$ cat config.mk
export PLATFORM = sky130hd
export DESIGN_NAME = rcd_ctrl
export DESIGN_NICKNAME = d
export VERILOG_FILES = /design/src/design/rcd_pkg.sv /design/src/design/rcd_ctrl.sv
export SDC_FILE = /design/constraint.sdc
export NUM_CORES = 1
export LEC_CHECK = 0
export BUFFER_PORTS_ARGS = -buffer_cell sky130_fd_sc_hd__buf_2
export CORE_MARGIN = 10
export CORE_UTILIZATION = 52
export DETAILED_ROUTE_END_ITERATION = 10
export GPL_TIMING_DRIVEN = 0
export PLACE_DENSITY = 0.71
export SYNTH_ARGS = -nofsm -noshare
export SYNTH_HDL_FRONTEND = slang
export SYNTH_SLANG_ARGS = --single-unit
$ cat constraint.sdc
create_clock -name clk -period 5.86 [get_ports clk]
set_input_delay 1.172 -clock clk [delete_from_list [all_inputs] [get_ports clk]]
set_output_delay 1.172 -clock clk [all_outputs]
set_load 0.05 [all_outputs]
$ cat src/design/rcd_pkg.sv
// ----------------------------------------------------------------------------
// Rotation-compensated disparity package
// Shared widths, register indexes, datapath commands and status for the
// rotation-compensated disparity unit.
// ----------------------------------------------------------------------------
package rcd_pkg;

    localparam int PIX_W      = 16;
    localparam int ROT_W      = 16;
    localparam int ROT_ROW_W  = 3 * ROT_W;
    localparam int PAIR_W     = 2 * PIX_W;
    localparam int CFG_IW     = 3;
    localparam int CFG_DW     = ROT_ROW_W;
    localparam int MAX_POINTS = 4096;
    localparam int CNT_W      = $clog2(MAX_POINTS + 1);
    localparam int SUM_W      = 32;
    localparam int DIST_W     = 20;
    localparam logic [DIST_W-1:0] DIST_MAX = '1;

    localparam int NORM_FRAC  = 16;
    localparam int NORM_BIT   = 24;
    localparam int NORM_W     = NORM_BIT + 1;
    localparam int XW         = 44;
    localparam int MA_W       = 21;
    localparam int MB_W       = XW;
    localparam int PW         = MA_W + MB_W;
    localparam int DIV_NW     = 60;
    localparam int DIV_DW     = XW;
    localparam int DIV_CW     = $clog2(DIV_NW);
    localparam int DIFF_W     = DIV_NW + 2;
    localparam int DU_BIT     = 20;
    localparam int DU_W       = DU_BIT + 1;
    localparam int SQ_W       = 42;
    localparam int ROOT_W     = SQ_W / 2 + 1;

    localparam logic [PAIR_W-1:0]    FOCAL_RST  = 32'h0010_0010;
    localparam logic [PAIR_W-1:0]    CENTER_RST = '0;
    localparam logic [ROT_ROW_W-1:0] ROT0_RST   = 48'h4000_0000_0000;
    localparam logic [ROT_ROW_W-1:0] ROT1_RST   = 48'h0000_4000_0000;
    localparam logic [ROT_ROW_W-1:0] ROT2_RST   = 48'h0000_0000_4000;

    typedef enum logic [CFG_IW-1:0] {
        REG_FOCAL  = 3'd0,
        REG_CENTER = 3'd1,
        REG_ROT0   = 3'd2,
        REG_ROT1   = 3'd3,
        REG_ROT2   = 3'd4
    } reg_index_t;

    typedef enum logic [4:0] {
        OP_NONE, OP_LOAD, OP_DIV_A, OP_DIV_B, OP_TAKE_B,
        OP_M0, OP_M1, OP_M2, OP_M3, OP_M4, OP_M5, OP_M6,
        OP_DIV_X, OP_DIV_Y, OP_TAKE_Y, OP_DIFF,
        OP_SQ0, OP_SQ1, OP_SQ2, OP_TAKE_R,
        OP_SAT, OP_ACC, OP_MEAN, OP_TAKE_M, OP_EMIT
    } op_t;

    typedef struct packed {
        logic full;
        logic fx_zero;
        logic ab_wide;
        logic z_bad;
        logic d_wide;
        logic div_done;
        logic sqrt_done;
        logic last;
        logic out_free;
    } status_t;

    function automatic logic signed [ROT_W-1:0] rot_at(input logic [ROT_ROW_W-1:0] row,
                                                       input logic [1:0] col);
        logic signed [ROT_W-1:0] entry;
        case (col)
            2'd0:    entry = signed'(row[3*ROT_W-1:2*ROT_W]);
            2'd1:    entry = signed'(row[2*ROT_W-1:ROT_W]);
            default: entry = signed'(row[ROT_W-1:0]);
        endcase
        return entry;
    endfunction

endpackage

$ cat src/design/rcd_ctrl.sv
// ----------------------------------------------------------------------------
// Disparity controller
// State machine that sequences one pair through the datapath and issues the
// set result on the last pair.
// ----------------------------------------------------------------------------
module rcd_ctrl (
    input  logic              clk,
    input  logic              rst_n,
    input  logic              in_valid,
    output logic              in_ready,
    input  rcd_pkg::status_t  status,
    output rcd_pkg::op_t      cmd
);
    typedef enum logic [22:0] {
        ST_IDLE     = 23'd1 << 0,
        ST_CHECK    = 23'd1 << 1,
        ST_WAIT_A   = 23'd1 << 2,
        ST_WAIT_B   = 23'd1 << 3,
        ST_CHECK_AB = 23'd1 << 4,
        ST_M1       = 23'd1 << 5,
        ST_M2       = 23'd1 << 6,
        ST_M3       = 23'd1 << 7,
        ST_M4       = 23'd1 << 8,
        ST_M5       = 23'd1 << 9,
        ST_M6       = 23'd1 << 10,
        ST_CHECK_Z  = 23'd1 << 11,
        ST_WAIT_X   = 23'd1 << 12,
        ST_WAIT_Y   = 23'd1 << 13,
        ST_DIFF     = 23'd1 << 14,
        ST_CHECK_D  = 23'd1 << 15,
        ST_SQ1      = 23'd1 << 16,
        ST_SQ2      = 23'd1 << 17,
        ST_WAIT_R   = 23'd1 << 18,
        ST_ACC      = 23'd1 << 19,
        ST_TAIL     = 23'd1 << 20,
        ST_WAIT_M   = 23'd1 << 21,
        ST_EMIT     = 23'd1 << 22
    } state_t;

    state_t state_reg;
    state_t state_next;

    always_ff @(posedge clk or negedge rst_n)
    begin
        if (!rst_n)
        begin
            state_reg <= ST_IDLE;
        end
        else
        begin
            state_reg <= state_next;
        end
    end

    always_comb
    begin
        state_next = state_reg;
        cmd        = rcd_pkg::OP_NONE;
        in_ready   = 1'b0;
        case (state_reg)
            ST_IDLE:
            begin
                in_ready = 1'b1;
                if (in_valid)
                begin
                    cmd        = rcd_pkg::OP_LOAD;
                    state_next = ST_CHECK;
                end
            end
            ST_CHECK:
            begin
                if (status.full)
                begin
                    state_next = ST_TAIL;
                end
                else if (status.fx_zero)
                begin
                    cmd        = rcd_pkg::OP_SAT;
                    state_next = ST_ACC;
                end
                else
                begin
                    cmd        = rcd_pkg::OP_DIV_A;
                    state_next = ST_WAIT_A;
                end
            end
            ST_WAIT_A:
            begin
                if (status.div_done)
                begin
                    cmd        = rcd_pkg::OP_DIV_B;
                    state_next = ST_WAIT_B;
                end
            end
            ST_WAIT_B:
            begin
                if (status.div_done)
                begin
                    cmd        = rcd_pkg::OP_TAKE_B;
                    state_next = ST_CHECK_AB;
                end
            end
            ST_CHECK_AB:
            begin
                if (status.ab_wide)
                begin
                    cmd        = rcd_pkg::OP_SAT;
                    state_next = ST_ACC;
                end
                else
                begin
                    cmd        = rcd_pkg::OP_M0;
                    state_next = ST_M1;
                end
            end
            ST_M1:
            begin
                cmd        = rcd_pkg::OP_M1;
                state_next = ST_M2;
            end
            ST_M2:
            begin
                cmd        = rcd_pkg::OP_M2;
                state_next = ST_M3;
            end
            ST_M3:
            begin
                cmd        = rcd_pkg::OP_M3;
                state_next = ST_M4;
            end
            ST_M4:
            begin
                cmd        = rcd_pkg::OP_M4;
                state_next = ST_M5;
            end
            ST_M5:
            begin
                cmd        = rcd_pkg::OP_M5;
                state_next = ST_M6;
            end
            ST_M6:
            begin
                cmd        = rcd_pkg::OP_M6;
                state_next = ST_CHECK_Z;
            end
            ST_CHECK_Z:
            begin
                if (status.z_bad)
                begin
                    cmd        = rcd_pkg::OP_SAT;
                    state_next = ST_ACC;
                end
                else
                begin
                    cmd        = rcd_pkg::OP_DIV_X;
                    state_next = ST_WAIT_X;
                end
            end
            ST_WAIT_X:
            begin
                if (status.div_done)
                begin
                    cmd        = rcd_pkg::OP_DIV_Y;
                    state_next = ST_WAIT_Y;
                end
            end
            ST_WAIT_Y:
            begin
                if (status.div_done)
                begin
                    cmd        = rcd_pkg::OP_TAKE_Y;
                    state_next = ST_DIFF;
                end
            end
            ST_DIFF:
            begin
                cmd        = rcd_pkg::OP_DIFF;
                state_next = ST_CHECK_D;
            end
            ST_CHECK_D:
            begin
                if (status.d_wide)
                begin
                    cmd        = rcd_pkg::OP_SAT;
                    state_next = ST_ACC;
                end
                else
                begin
                    cmd        = rcd_pkg::OP_SQ0;
                    state_next = ST_SQ1;
                end
            end
            ST_SQ1:
            begin
                cmd        = rcd_pkg::OP_SQ1;
                state_next = ST_SQ2;
            end
            ST_SQ2:
            begin
                cmd        = rcd_pkg::OP_SQ2;
                state_next = ST_WAIT_R;
            end
            ST_WAIT_R:
            begin
                if (status.sqrt_done)
                begin
                    cmd        = rcd_pkg::OP_TAKE_R;
                    state_next = ST_ACC;
                end
            end
            ST_ACC:
            begin
                cmd        = rcd_pkg::OP_ACC;
                state_next = ST_TAIL;
            end
            ST_TAIL:
            begin
                if (status.last)
                begin
                    cmd        = rcd_pkg::OP_MEAN;
                    state_next = ST_WAIT_M;
                end
                else
                begin
                    state_next = ST_IDLE;
                end
            end
            ST_WAIT_M:
            begin
                if (status.div_done)
                begin
                    cmd        = rcd_pkg::OP_TAKE_M;
                    state_next = ST_EMIT;
                end
            end
            ST_EMIT:
            begin
                if (status.out_free)
                begin
                    cmd        = rcd_pkg::OP_EMIT;
                    state_next = ST_IDLE;
                end
            end
            default:
            begin
                state_next = ST_IDLE;
            end
        endcase
    end
endmodule

Yosys cells after proc, flatten, opt, wreduce, memory -nomap -nowiden
Index checks and enable logic that the tools add are counted.
{ "totals": {"reg_bits": 23, "latch_bits": 0, "ram_bits": 0, "rom_bits": 0, "input_bits": 12, "out_inout_bits": 6, "wordCells": 64, "mem_count": 0} }
{ "classes": {"n_addsub": 0, "mul": 0, "div_mod_pow": 0, "order_cmp": 0, "n_eq_ne": 31, "shift": 0, "muxes": 31, "bitwise_logic": 0, "n_reduce_logical": 1} }
{ "ops": {"columns": ["operator", "n"], "rows": [
  ["23-bit one-hot mux with 23 select lines", 1],
  ["23-bit 2-to-1 mux", 8],
  ["5-bit one-hot mux with 23 select lines", 1],
  ["20-bit 2-to-1 mux", 4],
  ["5-bit 2-to-1 mux", 8],
  ["23-bit by 1-bit equality test with 1-bit output, second input constant", 1],
  ["23-bit by 10-bit equality test with 1-bit output, second input constant", 1],
  ["23-bit by 11-bit equality test with 1-bit output, second input constant", 1],
  ["23-bit by 12-bit equality test with 1-bit output, second input constant", 1],
  ["23-bit by 13-bit equality test with 1-bit output, second input constant", 1],
  ["23-bit by 14-bit equality test with 1-bit output, second input constant", 1],
  ["23-bit by 15-bit equality test with 1-bit output, second input constant", 1],
  ["23-bit by 16-bit equality test with 1-bit output, second input constant", 1],
  ["23-bit by 17-bit equality test with 1-bit output, second input constant", 1],
  ["23-bit by 18-bit equality test with 1-bit output, second input constant", 1],
  ["23-bit by 19-bit equality test with 1-bit output, second input constant", 1],
  ["23-bit by 2-bit equality test with 1-bit output, second input constant", 1],
  ["23-bit by 20-bit equality test with 1-bit output, second input constant", 1],
  ["23-bit by 21-bit equality test with 1-bit output, second input constant", 1],
  ["23-bit by 22-bit equality test with 1-bit output, second input constant", 1],
  ["23-bit equality test, second input constant", 1],
  ["23-bit by 3-bit equality test with 1-bit output, second input constant", 1],
  ["23-bit by 4-bit equality test with 1-bit output, second input constant", 1],
  ["23-bit by 5-bit equality test with 1-bit output, second input constant", 1],
  ["12 further kinds", 22]
]} }

Logic depth before layout (Yosys ltp)
Gate-level depths: netlist of the first run.
{ "logic_depth": {"word_depth": 3, "depth_mapped": 8, "ltp_nobuf": 6} }

Least setup slack after synthesis of the first run
No wires, ideal clock.
{ "synth_timing": {"kind": "reg-to-output", "from": "reg state_reg[16]", "to": "out cmd[0]", "arrival_time_ps": 3454, "required_time_ps": 4688, "slack_ps": 1234, "stages_incl_launch_ff": 8, "n_path_buf": 1, "path_cell_list": "dfrtp_1 > buf_6 > nor4_2 > nand2_2 > nor4_1 > and2_1 > nor2_1 > nand4bb_1"} }
{ "synth_between": {"elab_chain_len": 2, "word_cells_on_any_way": 24, "classes_between": "eq/ne (23); mux (1)"} }
{ "synth_rtl": {"columns": ["element", "line_no", "text"], "rows": [
  ["start, declared", "rcd_ctrl.sv:40", "state_t state_reg;"],
  ["start signal, assigned", "rcd_ctrl.sv:51", "state_reg <= state_next;"],
  ["23-bit equality test (tied with other cells)", "rcd_ctrl.sv:60", "case (state_reg)"],
  ["5-bit one-hot mux with 23 select lines *", "rcd_ctrl.sv:60", null],
  ["end, declared", "rcd_ctrl.sv:12", "output rcd_pkg::op_t cmd"]
]} }
Mark *: on every way between the ends. The rest lies on a longest branch, timed or not.

Final worst setup path of the first run
{ "layout_timing": {"from": "reg state_reg[9]", "to": "out cmd[3]"} }
Same word-level chain as after synthesis.

==> impl_metrics.sql, run 1 <==
INSERT INTO impl_metrics (metric_group, metric, value, unit) VALUES
('worst_setup_path', 'worstPathRequired', '4.69', 'ns'),
('die', 'floorplan.die_area', '0.00592', 'mm²'),
('die', 'rows', '20', ''),
('pwr', 'p_clk_share', '14.2', '%'),
('timing', 'timing.final.setup_violations', '0', ''),
('pwr', 'power_density', '287', 'mW/mm²'),
('worst_setup_path', 'cp.arrival', '3.13', 'ns'),
('placement', 'place_hpwl', '3.67', 'mm'),
('cts', 'tritoncts_num_sinks', '23', ''),
('finish', 'num-nets-final', '221', ''),
('synthesis', 'netlist-cell-type-count', '61', ''),
('cts', 'latest_clock_arrival_within_the_worst_skew_pair', '0.31', 'ns'),
('synthesis', 'synth-seq-cells', '23', ''),
('finish', 'largest_register_ffs', '23', ''),
('pwr', 'p_sw_share', '46.8', '%'),
('die', 'floorplan.initialDensity', '54.7', '%'),
('timing', 'hold_violations', '0', ''),
('timing', 'post-route-period-util', '73.5', '%'),
('worst_setup_path', 'worstPathCellList', 'nor4_2 > nand3_1 > or4_1 > nor3_1 > nor2_1 > o2111ai_1 > buf_2', ''),
('routing', 'first_iter_violations', '98', ''),
('worst_setup_path', 'critical_path.endpoint_type', 'output port', ''),
('worst_setup_path', 'worst-r2r-cell-count', '7', ''),
('synthesis', 'synthesis.instances', '187', ''),
('synthesis', 'synth-async-reset-ratio', '100', '%'),
('worst_setup_path', 'cpPeakStageDelay', '0.61', 'ns'),
('routing', 'wl', '4.51', 'mm'),
('routing', 'remaining_drc_errors', '0', ''),
('worst_setup_path', 'crit_path_top_delay_cell', 'nor4_2', ''),
('cts', 'postCtsResizedCells', '0', ''),
('synthesis', 'synth_area_leader_cell', 'dfrtp_1', ''),
('cts', 'postCtsHoldBufs', '0', ''),
('cts', 'postCtsSetupBuffers', '0', ''),
('placement', 'dpl_worst_slack', '1.99', 'ns'),
('routing', 'drt_pre_antenna_iters', '5', ''),
('cts', 'ctsHtreeMaxLevel', '1', ''),
('synthesis', 'synth_enable_flop_cells', '0', ''),
('finish', 'layout.cells.most_common_list', '22 x dfrtp_1, 21 x buf_2, 18 x nor2_1, 11 x nand2_1, 11 x nor3_1', ''),
('worst_setup_path', 'launching_element_type_of_the_critical_path', 'flip-flop', ''),
('finish', 'layout_cells_sized_above_1', '23.6', '%'),
('worst_setup_path', 'timing.setup.critical_path_class', 'reg2out', ''),
('global_route', 'grt_start_max_net_pins', '24', ''),
('global_route', 'antenna_found_initial', '0', ''),
('routing', 'wl_per_cell', '17.9', 'µm'),
('cts', 'tritoncts', 'done', ''),
('finish', 'final-instance-count-excl-fill', '252', ''),
('routing', 'vias_per_cell', '6.30', ''),
('timing', 'minimum_setup_slack_in_the_final_design', '1.55', 'ns'),
('die', 'die_height', '76.9', 'µm'),
('pwr', 'cellInternalPower', '283', 'µW'),
('global_route', 'grt_pass1_wl', '7.52', 'mm'),
('timing', 'relSlewSlack', '48.4', '%'),
('finish', 'syn_to_final_growth', '9.88', '%'),
('routing', 'met3_wirelength', '290', 'µm'),
('die', 'x_dimension_of_the_die', '76.9', 'µm'),
('job', 'cap_violations', '0', ''),
('routing', 'route.vias.total', '1588', ''),
('pwr', 'static-leakage-power', '0.000860', 'µW'),
('worst_setup_path', 'cp_max_fo', '6', ''),
('synthesis', 'dominantRegCellSynth', 'dfrtp_1', ''),
('synthesis', 'yosys-top-cells-area', 'dfrtp_1 33%, nor2_1 4.0%, nor4_1 3.3%', ''),
('timing', 'timing.setup.tns', '0', 'ns'),
('global_route', 'global_route.overflow_total', '0', ''),
('synthesis', 'synth-seq-area-share', '34.2', '%'),
('pwr', 'fin_total_pwr', '531', 'µW'),
('worst_setup_path', 'crit-reg2reg-capture', 'state_reg[3]$_DFFE_PN0P_', ''),
('outcome', 'outcome', 'finished, final reports clean', ''),
('finish', 'n_antenna_cell', '0', ''),
('cts', 'cts_root_buf', 'clkbuf_4', ''),
('timing', 'holdWs', '0.552', 'ns'),
('finish', 'footprint_of_the_multi_input_gates', '0.00104', 'mm²'),
('synthesis', 'synth_area_per_cell', '9.01', 'µm²');
==> layout make-up <==
cell class                      count  share of cell area, %
Tap cell                           44                   2.97
Multi-Input combinational cell    151                   56.1
Clock buffer                        4                   1.42
Buffer                              7                   2.50
Timing Repair Buffer               17                   4.60
Sequential cell                    23                   31.2
Inverter                            6                   1.22
==> per-layer routing <==
metal / vias up / global-route usage, %
met5: - / 0
met4: 0 / 4.65
met3: 6 / 3.03
met2: 64 / 25.1
met1: 749 / 19.3
li1: 769 / -
==> worst max-delay path: cells and delay by family (launching register included) <==
family,cells,cell delay (ns)
compound gates,1,0.12
buf+inv,1,0.30
flops,1,0.47
simple gates,5,1.92
==> Yosys cell counts, drive strengths merged, types with 2 or more instances <==
| cell | count |
|---|---|
| nand4 | 6 |
| nor4b | 3 |
| a31oi | 3 |
| nand2b | 4 |
| xor2 | 3 |
| nand2 | 12 |
| inv | 6 |
| buf | 6 |
| xnor2 | 3 |
| nor4 | 14 |
| a21oi | 5 |
| or4 | 4 |
| nor3b | 3 |
| nand4b | 2 |
| and3 | 2 |
| or4b | 2 |
| dfrtp | 22 |
| o22ai | 3 |
| nor2 | 18 |
| nor2b | 4 |
| or2 | 3 |
| o2111ai | 2 |
| o211ai | 2 |
| nand3 | 8 |
| nor3 | 13 |
| nand3b | 4 |
| o21ai | 6 |
==> through the flow <==
step / instance area, µm² / util (%)
5_1_grt: 1850 / 60.1
3_3_place_gp: 1820 / 59.3
4_1_cts: 1850 / 60.1
6_report: 1850 / 60.1
3_5_place_dp: 1820 / 59.3
2_1_floorplan: 1680 / -
==> worst max path at each step <==
stage	depth (start not counted)	start	to
floorplan	7	state_reg[16]$_DFFE_PN0P_	cmd[0]
global placement	7	state_reg[9]$_DFFE_PN0P_	cmd[1]
detailed placement	8	state_reg[16]$_DFFE_PN0P_	cmd[3]
CTS	7	state_reg[9]$_DFFE_PN0P_	cmd[1]
global route	8	state_reg[16]$_DFFE_PN0P_	cmd[3]
finish	7	state_reg[9]$_DFFE_PN0P_	cmd[3]
==> cells by family (layout without fill, tap and decap cells) <==
family	count (synthesis)	count (layout)	synth area share (%)
AO/OA/AOI/OAI	34	34	15.5
AND/OR/NAND/NOR	109	109	41.5
multiplexers	2	2	1.49
XOR/XNOR	6	6	3.12
buffers and inverters	13	34	4.09
flip-flops	23	23	34.3
==> power by group through the flow <==
stage	clock network, µW	logic, µW	registers (µW)
3_3_place_gp	0	267	186
2_1_floorplan	0	208	184
6_report	75.6	271	184
4_1_cts	78.7	271	184
5_1_grt	86.1	296	186
3_5_place_dp	0	270	186
Power figures use the tool's default switching activity.
==> inputs of run 2 (changes only) <==
--- a/config.mk
+++ b/config.mk
@@ -10,7 +10,7 @@
 export CORE_UTILIZATION = 52
 export DETAILED_ROUTE_END_ITERATION = 10
 export GPL_TIMING_DRIVEN = 0
-export PLACE_DENSITY = 0.71
+export PLACE_DENSITY = 0.74
 export SYNTH_ARGS = -nofsm -noshare
 export SYNTH_HDL_FRONTEND = slang
 export SYNTH_SLANG_ARGS = --single-unit
==> constraint.sdc (replaced) <==
create_clock -name clk -period 3.81 [get_ports clk]
set_input_delay 0.762 -clock clk [delete_from_list [all_inputs] [get_ports clk]]
set_output_delay 0.762 -clock clk [all_outputs]
set_load 0.05 [all_outputs]
==> run 2 against run 1 <==
Worst setup slack lost 1.5 ns; worst hold slack lost 0.17 ns; wire length grew 5.4%; power grew 64%; sequential cell count is the same.
==> impl_metrics.sql, run 2 (same netlist as run 1, synthesis figures left out) <==
INSERT INTO impl_metrics (metric_group, metric, value, unit) VALUES
('outcome', 'outcome', 'finished, final reports clean', ''),
('worst_setup_path', 'cp.arrival', '2.96', 'ns'),
('timing', 'report.final.slew_viol_count', '0', ''),
('min_path', 'hp-class', 'in2async', ''),
('worst_setup_path', 'endpoint', 'cmd[1]', ''),
('die', 'die_height', '76.9', 'µm'),
('routing', 'drt_pre_antenna_iters', '4', ''),
('routing', 'antenna_left', '0', ''),
('pwr', 'fin_total_pwr', '869', 'µW'),
('global_route', 'antenna_found_initial', '0', ''),
('job', 'cap_violations', '0', ''),
('pwr', 'vdd_ir_drop_max', '0.239', 'mV'),
('die', 'floorplan.die_area', '0.00592', 'mm²'),
('worst_setup_path', 'launching_element_type_of_the_critical_path', 'flip-flop', ''),
('worst_setup_path', 'timing.setup.critical_path_class', 'reg2out', ''),
('cts', 'latest_clock_arrival_within_the_worst_skew_pair', '0.33', 'ns'),
('finish', 'largest_register_ffs', '23', ''),
('worst_setup_path', 'regToRegStartpoint', 'state_reg[19]$_DFFE_PN0P_', ''),
('routing', 'vias_per_cell', '6.43', ''),
('finish', 'syn_to_final_growth', '17.8', '%'),
('die', 'ioPinCount', '18', ''),
('die', 'core_area', '0.00308', 'mm²'),
('timing', 'post-route-period-util', '97.6', '%'),
('cts', 'cts_root_buf', 'clkbuf_4', ''),
('cts', 'tritoncts.num_buffers', '3', ''),
('placement', 'place_hpwl', '3.70', 'mm'),
('die', 'rows', '20', ''),
('routing', 'first_iter_violations', '177', ''),
('routing', 'wl_per_cell', '18.4', 'µm'),
('worst_setup_path', 'worst-r2r-cell-count', '8', ''),
('cts', 'postCtsHoldBufs', '0', ''),
('global_route', 'global_route.overflow_total', '0', ''),
('die', 'floorplan.initialDensity', '54.7', '%'),
('worst_setup_path', 'timing.reg2reg.setup_slack', '1.24', 'ns'),
('timing', 'relSlewSlack', '60.6', '%'),
('timing', 'achievable-frequency', '269', 'MHz'),
('finish', 'n_antenna_cell', '0', ''),
('placement', 'place.gp.congestion', '1.01', ''),
('global_route', 'global_route.usage.total', '15.7', '%'),
('timing', 'fin_skew', '0.0201', 'ns'),
('global_route', 'first_global_vias', '1600', ''),
('pwr', 'power_density', '438', 'mW/mm²'),
('placement', 'numPortBuffers', '17', ''),
('pwr', 'static-leakage-power', '0.000923', 'µW'),
('finish', 'area.sequential', '577', 'µm²'),
('die', 'x_dimension_of_the_die', '76.9', 'µm'),
('routing', 'route.vias.total', '1658', ''),
('finish', 'layout_cells_sized_above_1', '28.5', '%'),
('routing', 'remaining_drc_errors', '0', ''),
('finish', 'num-nets-final', '227', ''),
('worst_setup_path', 'crit-reg2reg-capture', 'state_reg[3]$_DFFE_PN0P_', ''),
('timing', 'timing.final.setup_violations', '0', ''),
('placement', 'placedCellCount', '248', ''),
('worst_setup_path', 'cp_max_fo', '6', ''),
('worst_setup_path', 'critical_path.startpoint', 'state_reg[6]$_DFFE_PN0P_', ''),
('cts', 'cts_buffer_depth', '2', ''),
('worst_setup_path', 'worstPathRequired', '3.05', 'ns'),
('cts', 'tritoncts', 'done', ''),
('timing', 'hold_violations', '0', ''),
('cts', 'clkTransAtPathRegs', '0.15', 'ns'),
('cts', 'ctsHtreeMaxLevel', '1', ''),
('finish', 'layout.cells.most_common_list', '22 x dfrtp_1, 20 x buf_2, 18 x nor2_1, 11 x nand2_1, 9 x nor3_1', ''),
('finish', 'footprint_of_the_multi_input_gates', '0.00112', 'mm²'),
('cts', 'tritoncts_num_sinks', '23', ''),
('global_route', 'grt_start_max_net_pins', '24', ''),
('finish', 'final.fill_count', '273', ''),
('routing', 'wl', '4.76', 'mm'),
('finish', 'final-instance-count-excl-fill', '258', ''),
('finish', 'layout_commonest_cell', 'dfrtp_1', ''),
('global_route', 'grt_pass1_wl', '7.82', 'mm'),
('timing', 'worst_pin_slew', '0.586', 'ns'),
('worst_setup_path', 'critical_path.endpoint_type', 'output port', ''),
('timing', 'finalCriticalPeriod', '3.72', 'ns');
## run 2: how the worst min path moves through the flow
| stage | depth (start not counted) | from | slack (ns) | endpoint |
|---|---|---|---|---|
| global placement | 2 | state_reg[0]$_DFFE_PN1P_ | 0.54 | state_reg[0]$_DFFE_PN1P_ |
| detailed placement | 2 | state_reg[0]$_DFFE_PN1P_ | 0.55 | state_reg[0]$_DFFE_PN1P_ |
| floorplan | 0 | rst_n | 0.47 | state_reg[10]$_DFFE_PN0P_ |
| finish | 1 | rst_n | 0.38 | state_reg[13]$_DFFE_PN0P_ |
| CTS | 1 | rst_n | 0.42 | state_reg[8]$_DFFE_PN0P_ |
| global route | 1 | rst_n | 0.40 | state_reg[12]$_DFFE_PN0P_ |
## run 2: through the flow
stage | setup TNS, ns | cell area (µm²) | hold WS [ns] | util (%) | setup slack [ns]
detailed placement | 0 | 1830 | 0.551 | 59.5 | 0.281
finish | 0 | 1980 | 0.378 | 64.4 | 0.0926
global placement | 0 | 1830 | 0.538 | 59.5 | 0.292
floorplan | 0 | 1690 | 0.466 | - | 0.225
global route | -0.0131 | 1980 | 0.405 | 64.4 | -0.00799
CTS | 0 | 1910 | 0.416 | 62.0 | 0.0399
## run 2: per-layer routing
layer	share of wire (%)	GRT usage, %	wire length, µm
met5	0	0	0
met4	3.8	7.43	180
met3	6.5	2.91	311
met2	48	26.1	2260
met1	42	19.1	2000
## run 2: layout make-up
type / count / share of cell area [%]
flip-flops and latches: 23 / 29.1
well taps: 44 / 2.78
repair buffers: 23 / 6.69
plain buffers: 7 / 2.33
clock inverters: 1 / 0.252
multi-input cells: 151 / 56.6
clock buffers: 3 / 1.14
inverters: 6 / 1.14
## run 2: worst max-delay path, stage by stage, from the launching register on
cell and delay (ns):
dfrtp_1 0.48, nor4_4 0.45, nand3_4 0.18, or4_4 0.61, or3_1 0.41, o211ai_2 0.11
a2111o_1 0.15, clkbuf_4 0.23
## run 2: report_power, final
| part | leakage (µW) | internal (µW) | total (µW) | switching, µW |
|---|---|---|---|---|
| Sequential | 0.000317 | 264 | 287 | 23.2 |
| Combinational | 0.000588 | 149 | 458 | 310 |
| Clock | 0.0000177 | 39.4 | 124 | 84.4 |
| Total | 0.000923 | 452 | 869 | 417 |
## run 2: what timing repair did
item                                    4_1_cts  5_1_grt
endpoints found under the hold margin         0        0
endpoints found under the setup margin        4        5
setup buffers                                 1        5
pin swaps                                     1        3
resized for setup                             5        7
gates cloned                                  0        0
==> inputs of run 3 (changes only) <==
--- a/config.mk
+++ b/config.mk
@@ -7,10 +7,10 @@
 export LEC_CHECK = 0
 export BUFFER_PORTS_ARGS = -buffer_cell sky130_fd_sc_hd__buf_2
 export CORE_MARGIN = 10
-export CORE_UTILIZATION = 52
+export CORE_UTILIZATION = 53
 export DETAILED_ROUTE_END_ITERATION = 10
 export GPL_TIMING_DRIVEN = 0
-export PLACE_DENSITY = 0.74
+export PLACE_DENSITY = 0.75
 export SYNTH_ARGS = -nofsm -noshare
 export SYNTH_HDL_FRONTEND = slang
 export SYNTH_SLANG_ARGS = --single-unit
==> run 3 against run 2 <==
Non-clock buffer count shrank 6; combinational power shrank 2%; via count shrank 3.8%; critical path depth grew 1; cell area shrank 3.1%; die area shrank 1.4%; fmax grew 1.5%; sequential cell count is the same; utilization shrank 1.5 points; worst hold slack gained 0.018 ns; critical endpoint unchanged; highest routed layer unchanged.
==> impl_metrics.sql, run 3 (same netlist as run 1, synthesis figures left out) <==
INSERT INTO impl_metrics (metric_group, metric, value, unit) VALUES
('cts', 'cts_root_buf', 'clkbuf_4', ''),
('worst_setup_path', 'worstPathRequired', '3.05', 'ns'),
('worst_setup_path', 'cp.arrival', '2.90', 'ns'),
('die', 'floorplan.initialDensity', '55.2', '%'),
('cts', 'ctsHtreeMaxLevel', '1', ''),
('routing', 'wl_per_cell', '18.0', 'µm'),
('routing', 'route.vias.total', '1595', ''),
('finish', 'syn_to_final_growth', '14.1', '%'),
('finish', 'largest_register_ffs', '23', ''),
('worst_setup_path', 'regToRegStartpoint', 'state_reg[16]$_DFFE_PN0P_', ''),
('finish', 'area.sequential', '577', 'µm²'),
('timing', 'relSlewSlack', '52.2', '%'),
('worst_setup_path', 'cpPeakStageDelay', '0.61', 'ns'),
('global_route', 'grt_pass1_wl', '7.76', 'mm'),
('routing', 'vias_per_cell', '6.33', ''),
('cts', 'cts_buffer_depth', '2', ''),
('worst_setup_path', 'worst-r2r-cell-count', '8', ''),
('min_path', 'hp-class', 'in2async', ''),
('timing', 'report.final.slew_viol_count', '0', ''),
('global_route', 'antenna_found_initial', '0', ''),
('routing', 'met2_routed_wl', '2.23', 'mm'),
('timing', 'achievable-frequency', '273', 'MHz'),
('timing', 'worst_pin_slew', '0.707', 'ns'),
('global_route', 'grt_start_max_net_pins', '24', ''),
('routing', 'met3_wirelength', '308', 'µm'),
('worst_setup_path', 'cp_max_fo', '8', ''),
('placement', 'place.gp.congestion', '0.924', ''),
('timing', 'hold_violations', '0', ''),
('cts', 'tritoncts.num_buffers', '3', ''),
('finish', 'layout_commonest_cell', 'dfrtp_1', ''),
('worst_setup_path', 'timing.reg2reg.setup_slack', '1.23', 'ns'),
('routing', 'drt_pre_antenna_iters', '4', ''),
('cts', 'latest_clock_arrival_within_the_worst_skew_pair', '0.31', 'ns'),
('routing', 'top_layer', 'met4', ''),
('timing', 'grt_setup_unrepaired', 'false', ''),
('worst_setup_path', 'crit-reg2reg-capture', 'state_reg[0]$_DFFE_PN1P_', ''),
('die', 'rows', '20', ''),
('worst_setup_path', 'crit_path_top_delay_cell', 'or4_4', ''),
('timing', 'post-route-period-util', '96.2', '%'),
('worst_setup_path', 'launching_element_type_of_the_critical_path', 'flip-flop', ''),
('die', 'floorplan.die_area', '0.00583', 'mm²'),
('worst_setup_path', 'worstPathCellList', 'buf_2 > nor4_4 > nand3_2 > or4_4 > or3_4 > o211ai_2 > a2111o_1 > buf_4', ''),
('job', 'cap_violations', '0', ''),
('timing', 'finalCriticalPeriod', '3.66', 'ns'),
('pwr', 'power_density', '441', 'mW/mm²'),
('timing', 'fin_skew', '0.0112', 'ns'),
('pwr', 'vdd_ir_drop_max', '0.215', 'mV'),
('finish', 'footprint_of_the_multi_input_gates', '0.00111', 'mm²'),
('global_route', 'first_global_vias', '1585', ''),
('placement', 'numPortBuffers', '17', ''),
('routing', 'first_iter_violations', '158', ''),
('finish', 'num-nets-final', '221', ''),
('timing', 'timing.setup.tns', '0', 'ns'),
('global_route', 'global_route.overflow_total', '0', ''),
('pwr', 'fin_total_pwr', '847', 'µW'),
('cts', 'clkTransAtPathRegs', '0.13', 'ns'),
('die', 'core_area', '0.00305', 'mm²'),
('die', 'x_dimension_of_the_die', '76.4', 'µm'),
('finish', 'final.fill_count', '280', ''),
('finish', 'layout_cells_sized_above_1', '26.4', '%'),
('cts', 'tritoncts_num_sinks', '23', ''),
('routing', 'routedLengthMet1', '1.95', 'mm'),
('pwr', 'static-leakage-power', '0.000890', 'µW'),
('finish', 'layout.cells.most_common_list', '22 x dfrtp_1, 20 x buf_2, 18 x nor2_1, 11 x nand2_1, 9 x nor3_1', ''),
('routing', 'remaining_drc_errors', '0', ''),
('placement', 'place_hpwl', '3.59', 'mm'),
('outcome', 'outcome', 'finished, final reports clean', ''),
('die', 'die_height', '76.4', 'µm'),
('die', 'ioPinCount', '18', ''),
('cts', 'tritoncts', 'done', ''),
('routing', 'antenna_left', '0', ''),
('worst_setup_path', 'critical_path.endpoint_type', 'output port', ''),
('cts', 'postCtsHoldBufs', '0', ''),
('routing', 'wl', '4.54', 'mm'),
('worst_setup_path', 'timing.setup.critical_path_class', 'reg2out', ''),
('timing', 'timing.final.setup_violations', '0', ''),
('global_route', 'global_route.usage.total', '15.7', '%'),
('finish', 'n_antenna_cell', '0', '');
## run 3: cell type report
cell class,instances,share of cell area (%)
Timing Repair Buffer,17,4.56
Tap cell,44,2.86
Multi-Input combinational cell,151,57.6
Inverter,6,1.17
Clock buffer,4,1.37
Buffer,7,2.41
Sequential cell,23,30.0
## run 3: repair_timing
action | in CTS | in global routing
cloned | 0 | 0
resized for setup | 5 | 6
setup buffers | 0 | 0
endpoints found under the setup margin | 4 | 4
pin swaps | 0 | 1
## run 3: per-stage QoR
| step | worst slack, ns | hold slack, ns | cells | instance area [µm²] | util [%] |
|---|---|---|---|---|---|
| after global placement | 0.324 | 0.523 | 248 | 1830 | 60.0 |
| after CTS | 0.0127 | 0.422 | 252 | 1890 | 62.0 |
| final | 0.146 | 0.397 | 252 | 1920 | 63.0 |
| after detailed placement | 0.346 | 0.530 | 248 | 1830 | 60.0 |
| after floorplan | 0.225 | 0.466 | 187 | 1690 | - |
| after global routing | 0.00382 | 0.420 | 252 | 1920 | 63.0 |
## run 3: per-layer routing
metal,GRT usage (%),up-vias
li1,-,760
met1,20.5,771
met2,25.9,57
met3,2.83,7
met4,4.28,0
met5,0,-
## run 3: worst max-delay path, delay by kind of cell, from the launching register on
kind,cells,cell delay [ns]
buf+inv,2,0.36
flops,1,0.37
simple gates,4,1.66
compound gates,2,0.21
## run 3: worst max path at each step
stage | from | endpoint
after floorplan | state_reg[16]$_DFFE_PN0P_ | cmd[0]
after global placement | state_reg[4]$_DFFE_PN0P_ | cmd[1]
after detailed placement | state_reg[1]$_DFFE_PN0P_ | cmd[4]
after CTS | state_reg[9]$_DFFE_PN0P_ | cmd[1]
after global routing | state_reg[13]$_DFFE_PN0P_ | cmd[4]
final | state_reg[12]$_DFFE_PN0P_ | cmd[1]
## run 3: power breakdown
group          internal (µW)  switching (µW)  total, µW
registers                264            21.9        286
clock network           40.9            72.3        113
logic                    143             305        448
total                    448             399        847
